### src/ppta_pkg.sv
`default_nettype none
package ppta_pkg;

  // Table size and internal time width.
  localparam int NUM_PROCS = 256;
  localparam int TIME_BITS = 48;
  localparam int IDX_BITS  = (NUM_PROCS > 1) ? $clog2(NUM_PROCS) : 1;

  typedef logic [TIME_BITS-1:0] time_t;
  typedef logic [IDX_BITS-1:0]  idx_t;

  // Request types.
  typedef enum logic [2:0] {
    REQ_START     = 3'd0,
    REQ_PLAY      = 3'd1,
    REQ_MPI_PAUSE = 3'd2,
    REQ_TRC_PAUSE = 3'd3,
    REQ_END       = 3'd4
  } req_kind_t;

  // Mode classes kept per process.
  typedef enum logic [2:0] {
    MC_USEFUL   = 3'd0,
    MC_MPI      = 3'd1,
    MC_END      = 3'd2,
    MC_DISABLED = 3'd3,
    MC_FLUSH    = 3'd4,
    MC_INIT     = 3'd5,
    MC_INVALID  = 3'd6
  } mode_t;

  // First-error codes.
  typedef enum logic [2:0] {
    ERR_OK        = 3'd0,
    ERR_PLAY_EV   = 3'd1,
    ERR_UNTRACED  = 3'd2,
    ERR_REPAUSED  = 3'd3,
    ERR_AFTER_END = 3'd4,
    ERR_INVALID   = 3'd5,
    ERR_UNKNOWN   = 3'd6,
    ERR_REENABLE  = 3'd7
  } err_t;

  // Event codes.
  localparam logic signed [15:0] EV_USEFUL  = 16'sd0;
  localparam logic signed [15:0] EV_END     = -16'sd1;
  localparam logic signed [15:0] EV_DISABLE = -16'sd2;
  localparam logic signed [15:0] EV_FLUSH   = -16'sd3;
  localparam logic signed [15:0] EV_INIT    = -16'sd4;
  localparam logic signed [15:0] EV_INVALID = -16'sd99;

  typedef struct packed {
    logic [2:0]         req_type;
    logic [7:0]         proc;
    logic [47:0]        stamp;
    logic signed [15:0] event_code;
    logic [47:0]        trace_begin;
    logic [47:0]        universe_end;
  } req_t;

  typedef struct packed {
    logic [47:0] elapsed_out;
    logic [47:0] traced_out;
    logic [47:0] flush_out;
    logic [47:0] useful_out;
    logic [47:0] critical_out;
    logic [2:0]  error_code;
  } rsp_t;

  // One table entry.
  typedef struct packed {
    mode_t mode;
    time_t since;
    logic  tr_on;
    time_t tr_time;
    time_t elapsed;
    time_t traced;
    time_t flush;
    time_t useful;
    time_t critical;
  } entry_t;

  localparam entry_t ENTRY_RESET = '{
    mode: MC_USEFUL, since: '0, tr_on: 1'b1, tr_time: '0, elapsed: '0,
    traced: '0, flush: '0, useful: '0, critical: '0
  };

  // Table write port.
  typedef struct packed {
    logic   en;
    idx_t   addr;
    entry_t data;
  } mem_wr_t;

endpackage
`default_nettype wire

### src/ppta_update.sv
`default_nettype none
module ppta_update (
  input  wire ppta_pkg::req_t   req,
  input  wire ppta_pkg::entry_t ent,
  output ppta_pkg::entry_t      ent_next,
  output logic                  wr_en,
  output ppta_pkg::rsp_t        rsp
);
  import ppta_pkg::*;

  function automatic mode_t class_of(logic signed [15:0] e);
    mode_t m;
    if (e == EV_USEFUL)        m = MC_USEFUL;
    else if (!e[15])           m = MC_MPI;
    else if (e == EV_END)      m = MC_END;
    else if (e == EV_DISABLE)  m = MC_DISABLED;
    else if (e == EV_FLUSH)    m = MC_FLUSH;
    else if (e == EV_INIT)     m = MC_INIT;
    else if (e == EV_INVALID)  m = MC_INVALID;
    else                       m = MC_MPI;
    return m;
  endfunction

  time_t  t, tb, ue, d, ue_d;
  logic   in_range;
  err_t   err;
  entry_t n;
  logic   cr_useful, cr_flush, cr_end;

  assign t  = TIME_BITS'(req.stamp);
  assign tb = TIME_BITS'(req.trace_begin);
  assign ue = TIME_BITS'(req.universe_end);
  assign d    = t - ent.since;
  assign ue_d = ue - t;
  assign in_range = int'(req.proc) < NUM_PROCS;

  // Credit conditions for the mode being left.
  assign cr_useful = (ent.mode == MC_USEFUL) && ent.tr_on;
  assign cr_flush  = (ent.mode == MC_FLUSH);
  assign cr_end    = (ent.mode == MC_END);

  always_comb begin
    n     = ent;
    err   = ERR_OK;
    wr_en = in_range;
    case (req.req_type)
      REQ_START: begin
        if (ent.tr_on && (ent.tr_time != tb)) err = ERR_REENABLE;
        n.tr_on    = 1'b1;
        n.tr_time  = tb;
        n.critical = t;
        n.traced   = t;
        n.mode     = MC_USEFUL;
      end
      REQ_PLAY, REQ_MPI_PAUSE, REQ_TRC_PAUSE: begin
        // Errors raised before the credit take priority.
        if (req.req_type == REQ_PLAY) begin
          if (req.event_code != EV_USEFUL) err = ERR_PLAY_EV;
        end else if (req.req_type == REQ_MPI_PAUSE) begin
          if (!ent.tr_on) err = ERR_UNTRACED;
          else if ((ent.mode != MC_USEFUL) && (t != ent.since)) err = ERR_REPAUSED;
        end
        if (cr_useful) begin
          n.critical = ent.critical + d;
          n.useful   = ent.useful + d;
        end else if (cr_flush) begin
          n.flush = ent.flush + d;
        end else if (cr_end && (err == ERR_OK)) begin
          err = ERR_AFTER_END;
        end
        if (ent.tr_on) n.traced = ent.traced + d;
        // Tracing changes after the credit.
        if (req.req_type == REQ_PLAY) begin
          if (!ent.tr_on) begin
            n.tr_on   = 1'b1;
            n.tr_time = t;
          end
        end else if (req.req_type == REQ_TRC_PAUSE) begin
          if (req.event_code == EV_INVALID) begin
            if (err == ERR_OK) err = ERR_INVALID;
          end else if (req.event_code == EV_DISABLE) begin
            if (ent.tr_on) begin
              n.tr_on   = 1'b0;
              n.tr_time = t;
            end
          end else if ((req.event_code != EV_END) && (req.event_code != EV_FLUSH) &&
                       (req.event_code != EV_INIT)) begin
            if (err == ERR_OK) err = ERR_UNKNOWN;
          end
        end
        n.mode = class_of(req.event_code);
      end
      REQ_END: begin
        if (ent.mode == MC_USEFUL) n.useful = ent.useful + d;
        else if (ent.mode == MC_DISABLED) n.useful = ent.useful + ue_d;
        n.critical = ent.critical + d;
        n.traced   = ent.traced + d;
        n.mode     = MC_END;
      end
      default: begin
        err   = ERR_UNKNOWN;
        wr_en = 1'b0;
      end
    endcase
    // Every handled request enters its new mode at the event time.
    if (wr_en) begin
      n.since   = t;
      n.elapsed = t;
    end
    ent_next = n;
  end

  // Result fields: counters after the update, zero for an unknown process.
  always_comb begin
    if (in_range) begin
      rsp.elapsed_out  = 48'(ent_next.elapsed);
      rsp.traced_out   = 48'(ent_next.traced);
      rsp.flush_out    = 48'(ent_next.flush);
      rsp.useful_out   = 48'(ent_next.useful);
      rsp.critical_out = 48'(ent_next.critical);
      rsp.error_code   = err;
    end else begin
      rsp.elapsed_out  = '0;
      rsp.traced_out   = '0;
      rsp.flush_out    = '0;
      rsp.useful_out   = '0;
      rsp.critical_out = '0;
      rsp.error_code   = ERR_UNKNOWN;
    end
  end

endmodule
`default_nettype wire

### config.mk
export PLATFORM = sky130hd
export DESIGN_NAME = ppta_update
export DESIGN_NICKNAME = d
export VERILOG_FILES = /design/src/ppta_pkg.sv /design/src/ppta_update.sv
export SDC_FILE = /design/constraint.sdc
export NUM_CORES = 1
export LEC_CHECK = 0
export BUFFER_PORTS_ARGS = -buffer_cell sky130_fd_sc_hd__buf_2
export CAP_MARGIN = 25
export CORE_AREA = 10 10 418 420
export DETAILED_ROUTE_END_ITERATION = 8
export DIE_AREA = 0 0 428 430
export PLACE_DENSITY = 0.44
export SETUP_SLACK_MARGIN = 0.3
export SYNTH_ARGS = -nofsm -noshare
export SYNTH_HDL_FRONTEND = slang
export SYNTH_SLANG_ARGS = --single-unit
### constraint.sdc
create_clock -name vclk -period 11.63
set_input_delay 2.326 -clock vclk [all_inputs]
set_output_delay 2.326 -clock vclk [all_outputs]
set_load 0.02 [all_outputs]
==> results of run 1 <==
## worst max-delay path by stage
stage                  start       end  slack, ns
detailed placement  req[112]   rsp[94]       0.53
finish              req[112]  rsp[194]       0.62
floorplan           req[112]   rsp[94]       1.55
CTS                 req[112]   rsp[94]       0.49
global route        req[112]  rsp[192]       0.33
global placement    req[119]  rsp[189]       0.49
## worst max-delay path, delay by kind of cell
kind | cells | cell delay, ns
and+or+nand+nor | 5 | 1.02
xor gates and xnor gates | 2 | 0.51
buffers and inverters | 7 | 1.27
muxes | 1 | 0.36
adders and majority gates | 3 | 0.84
AOI/OAI and AO/OA | 12 | 2.33
## power by group
group | total [W] | switching (W) | leakage [nW] | internal, W
Sequential | 0 | 0 | 0 | 0
Clock | 0.000000000292 | 0 | 0.000209 | 0.000000000292
Combinational | 0.00397 | 0.00260 | 17.2 | 0.00138
## timing repair
action                                  in CTS  in global routing
buffers inserted                             0                  3
endpoints found under the setup margin       0                 16
resized for setup                            0                  7
hold buffers                                 0                  0
## metrics by stage
stage | cells | setup slack, ns | util
after floorplan | 4268 | 1.55 | -
after global placement | 7291 | 0.487 | 0.206
after detailed placement | 7292 | 0.533 | 0.206
after CTS | 7292 | 0.487 | 0.206
after global routing | 7307 | 0.330 | 0.207
final | 7329 | 0.617 | 0.207
## kinds of logic (layout without fill, tap and decap cells)
| logic type | Yosys count | in the layout | share of synthesized area |
|---|---|---|---|
| buf+inv | 772 | 1596 | 0.140 |
| fa+ha+maj | 341 | 341 | 0.171 |
| xor+xnor | 308 | 308 | 0.0997 |
| mux | 66 | 66 | 0.0243 |
| simple gates | 1220 | 1220 | 0.201 |
| other cells | 0 | 33 | 0 |
| compound gates | 1561 | 1561 | 0.364 |
## per-layer routing
metal / GRT usage / part of all wire / up-vias
met5: 0 / 0.0011 / -
met4: 0.0967 / 0.050 / 42
met3: 0.0543 / 0.077 / 328
met2: 0.415 / 0.47 / 1699
met1: 0.291 / 0.40 / 17951
li1: - / - / 16756
## area by class of cell
class                           count  area (um^2)  area share
Inverter                          320         1200      0.0349
Antenna cell                       33         82.6     0.00240
Multi-Input combinational cell   3496        23500       0.683
Tap cell                         2204         2760      0.0801
Timing Repair Buffer             1276         6880       0.200
## cells in the final DEF, fill, tap and decap left out, types with 23 or more instances in the layout
master       n
a21oi_1    426
fa_1        52
ha_1       288
inv_1      318
o32ai_1     29
o21ai_0    410
xnor2_1    148
nand3_1    107
xor2_1     156
and3_1      24
nor3_1      48
nor2b_1     32
o22ai_1     39
nand4_1     55
a21o_1     176
diode_2     33
buf_4      189
nand2b_1    33
buf_2     1084
nor4_1      23
nand2_1    579
o211ai_1    27
mux2i_1     65
a31oi_1     32
a211oi_1    33
a22oi_1     97
o21bai_1    55
o21a_1      32
nor2_1     221
==> impl_metrics.csv, run 1 <==
group,metric,value,unit
min_path,min_from,"ent[143]",
yosys,yosysMostFrequentCell,"nand2_1",
critical_path,max_stage_delay,0.41,ns
timing,finalSetupViolCount,0,
critical_path,end_kind,"output pin",
routing,drt_iter0_drc,3433,
run,drv_cap,0,
routing,dr_total_vias,36776,
routing,postRouteWirelength,238,mm
power_and_ir_drop,power.density,115,mW/mm^2
yosys,synthCells,4268,
floorplanning,io_pins,1095,
yosys,ys_types,93,
critical_path,crit_fanout,5,
timing,min_period,11.01,ns
timing,finalSetupTns,0,ns
floorplanning,dieWidth,428,um
critical_path,crit_path_top_delay_cell,"fa_1",
yosys,synth_area_leader_cell,"ha_1",
min_path,min_path_cells,3,
routing,route.detailed.drc,0,
global_route,grt_pass1_wl,313,mm
yosys,netlist_area,0.0272,mm^2
final_layout,final.fill_count,19439,
global_route,antenna_found_initial,109,
timing,min_period_over_period,0.947,
final_layout,layout.area.seq,0,um^2
yosys,avgSynthCellArea,6.38,um^2
yosys,synth_seq_area_share,0,
yosys,synth_warnings,0,
critical_path,crit_top_cell,"buf_4",
global_route,grt_start_max_net_pins,70,
place,gp_congestion,0.978,
final_layout,area_growth,26.6,%
critical_path,cp_data_required_time,9.30,ns
timing,max_slew.worst_pin.slew,1.09,ns
place,port_buffers,1087,
timing,slew_headroom,0.273,
run_status,status,"completed",
critical_path,crit_type,"in -> out",
yosys,synthTopCellsByCount,"nand2_1, a21oi_1, o21ai_0, inv_1, ha_1",
min_path,hold_path_end,"rsp[146]",
global_route,grt.total_usage,0.242,
routing,avgRoutedWirePerCell,32.5,um
floorplanning,initial_core_util,0.164,
power_and_ir_drop,ir_worst_vdd,0.0470,mV
place,placed_area,0.0343,mm^2
timing,rsz0062_at_grt,"false",
power_and_ir_drop,leakage,17.2,nW
final_layout,seq_cells,0,
final_layout,nClkBuffers,0,
floorplanning,rows,150,
critical_path,cp.arrival,8.69,ns
global_route,gr-total-overflow,0,
routing,postRouteAntennaNets,0,
routing,first_pass_iters,7,
yosys,synth_area_leaders,"ha_1, nand2_1, a21oi_1",
final_layout,fin_area,0.0344,mm^2
floorplanning,die_h,430,um
floorplanning,die_area,0.184,mm^2
critical_path,critPathLaunchType,"primary input",
yosys,synth_nets,5120,
global_route,grt_pass1_vias,35345,
place,dp_hpwl,211,mm
yosys,synth_top_area_share,0.133,
power_and_ir_drop,power.total,0.00397,W
final_layout,drive_above_1_share,0.264,
final_layout,nets,5946,
timing,hold_violations,0,
timing,fmax,90.8,MHz
min_path,hp-class,"in -> out",
timing,whs,4.97,ns
routing,via_per_inst,5.02,
floorplanning,core,0.166,mm^2
timing,maxSlewViolCount,0,
No activity file was read; power rests on OpenSTA's default activity.
==> run 2: changes to the inputs <==
--- a/config.mk
+++ b/config.mk
@@ -10,6 +10,7 @@
 export CORE_AREA = 10 10 418 420
 export DETAILED_ROUTE_END_ITERATION = 8
 export DIE_AREA = 0 0 428 430
+export GPL_ROUTABILITY_DRIVEN = 0
 export PLACE_DENSITY = 0.44
 export SETUP_SLACK_MARGIN = 0.3
 export SYNTH_ARGS = -nofsm -noshare
==> constraint.sdc (replaced) <==
create_clock -name vclk -period 11.63
set_input_delay 0.5815 -clock vclk [all_inputs]
set_output_delay 0.5815 -clock vclk [all_outputs]
set_load 0.02 [all_outputs]
==> impl_metrics.csv, run 2 (synthesized netlist as in run 1, its figures left out) <==
group,metric,value,unit
timing,whs,1.50,ns
global_route,grt_pass1_wl,304,mm
place,dpl_worst_slack,3.05,ns
min_path,hp-class,"in -> out",
routing,avgRoutedWirePerCell,31.9,um
clocking,cts_setup_buffers,0,
floorplanning,rows,150,
critical_path,crit_fanout,7,
critical_path,cp_data_required_time,11.05,ns
routing,dr_total_vias,36215,
timing,min_period_over_period,0.735,
timing,maxSlewViolCount,0,
final_layout,drive_above_1_share,0.251,
floorplanning,core,0.166,mm^2
critical_path,crit_path_top_delay_cell,"o211ai_2",
routing,drt_iter0_drc,3608,
power_and_ir_drop,leakage,16.8,nW
routing,postRouteWirelength,231,mm
final_layout,final_common_cell,"buf_2",
global_route,grt_start_max_net_pins,77,
final_layout,final_cell_mix,"buf_2, nand2_1, a21oi_1, o21ai_0, inv_1",
timing,slew_headroom,0.237,
run,drv_cap,0,
critical_path,cp.arrival,7.97,ns
global_route,grt_pass1_vias,35202,
final_layout,fin_area,0.0338,mm^2
final_layout,utilization,0.203,
routing,via_per_inst,5.01,
floorplanning,die_h,430,um
critical_path,crit_type,"in -> out",
routing,route.detailed.drc,0,
final_layout,area_growth,24.1,%
floorplanning,die_area,0.184,mm^2
floorplanning,io_pins,1095,
power_and_ir_drop,ir_worst_vdd,0.0535,mV
timing,finalSetupTns,0,ns
floorplanning,initial_core_util,0.164,
clocking,hold_buffers,0,
final_layout,seq_cells,0,
final_layout,layout.area.seq,0,um^2
clocking,ctsResizeCount,0,
global_route,grt.total_usage,0.234,
global_route,antenna_found_initial,94,
final_layout,nets,5855,
final_layout,final.fill_count,19265,
place,dp_hpwl,204,mm
place,placed_area,0.0337,mm^2
timing,rsz0062_at_grt,"false",
final_layout,nClkBuffers,0,
critical_path,critPathLaunchType,"primary input",
timing,max_slew.worst_pin.slew,1.14,ns
timing,finalSetupViolCount,0,
timing,layout_setup_ws,3.08,ns
floorplanning,dieWidth,428,um
power_and_ir_drop,power.density,115,mW/mm^2
global_route,gr-total-overflow,0,
critical_path,max_stage_delay,0.46,ns
run_status,status,"completed",
critical_path,crit_top_cell,"a21oi_1",
critical_path,end_kind,"output pin",
routing,postRouteAntennaNets,0,
routing,first_pass_iters,8,
timing,min_period,8.55,ns
timing,fmax,117,MHz
place,port_buffers,1087,
timing,hold_violations,0,
## run 2: worst paths after layout
path / slack, ns / start / endpoint / cells past startpoint
worst min-delay path: 1.50 / ent[143] / rsp[146] / 3
worst max-delay path: 3.08 / req[112] / rsp[94] / 29
## run 2: critical path, delay by kind of cell
kind | cells | cell delay, ns
AND/OR/NAND/NOR | 4 | 1.00
AO/OA/AOI/OAI | 16 | 4.09
XOR/XNOR | 2 | 0.30
adder cells (fa/ha/maj) | 3 | 1.01
buffers and inverters | 4 | 0.94
## run 2: metrics by stage
stage          total power (W)  instances
3_5_place_dp           0.00385       7204
6_report               0.00388       7233
3_3_place_gp           0.00384       7202
2_1_floorplan          0.00253       4268
4_1_cts                0.00387       7204
5_1_grt                0.00420       7219
## run 2: layout make-up
cell class                 instances  area (um^2)  share of cell area
multi-input combinational       3496        23500               0.697
timing repair buffer            1185         6200               0.184
tap                             2204         2760              0.0817
inverter                         320         1200              0.0356
antenna                           28         70.1             0.00207
## run 2: routing by layer
metal	GRT usage	share of wire
met1	0.276	0.39
met2	0.404	0.47
met3	0.0547	0.082
met4	0.104	0.055
met5	0	0.0012
## run 2: report_power, final
| part | total [W] | switching, W | internal (W) |
|---|---|---|---|
| clock | 0.000000000165 | 0 | 0.000000000164 |
| combinational | 0.00388 | 0.00257 | 0.00132 |
| sequential | 0 | 0 | 0 |
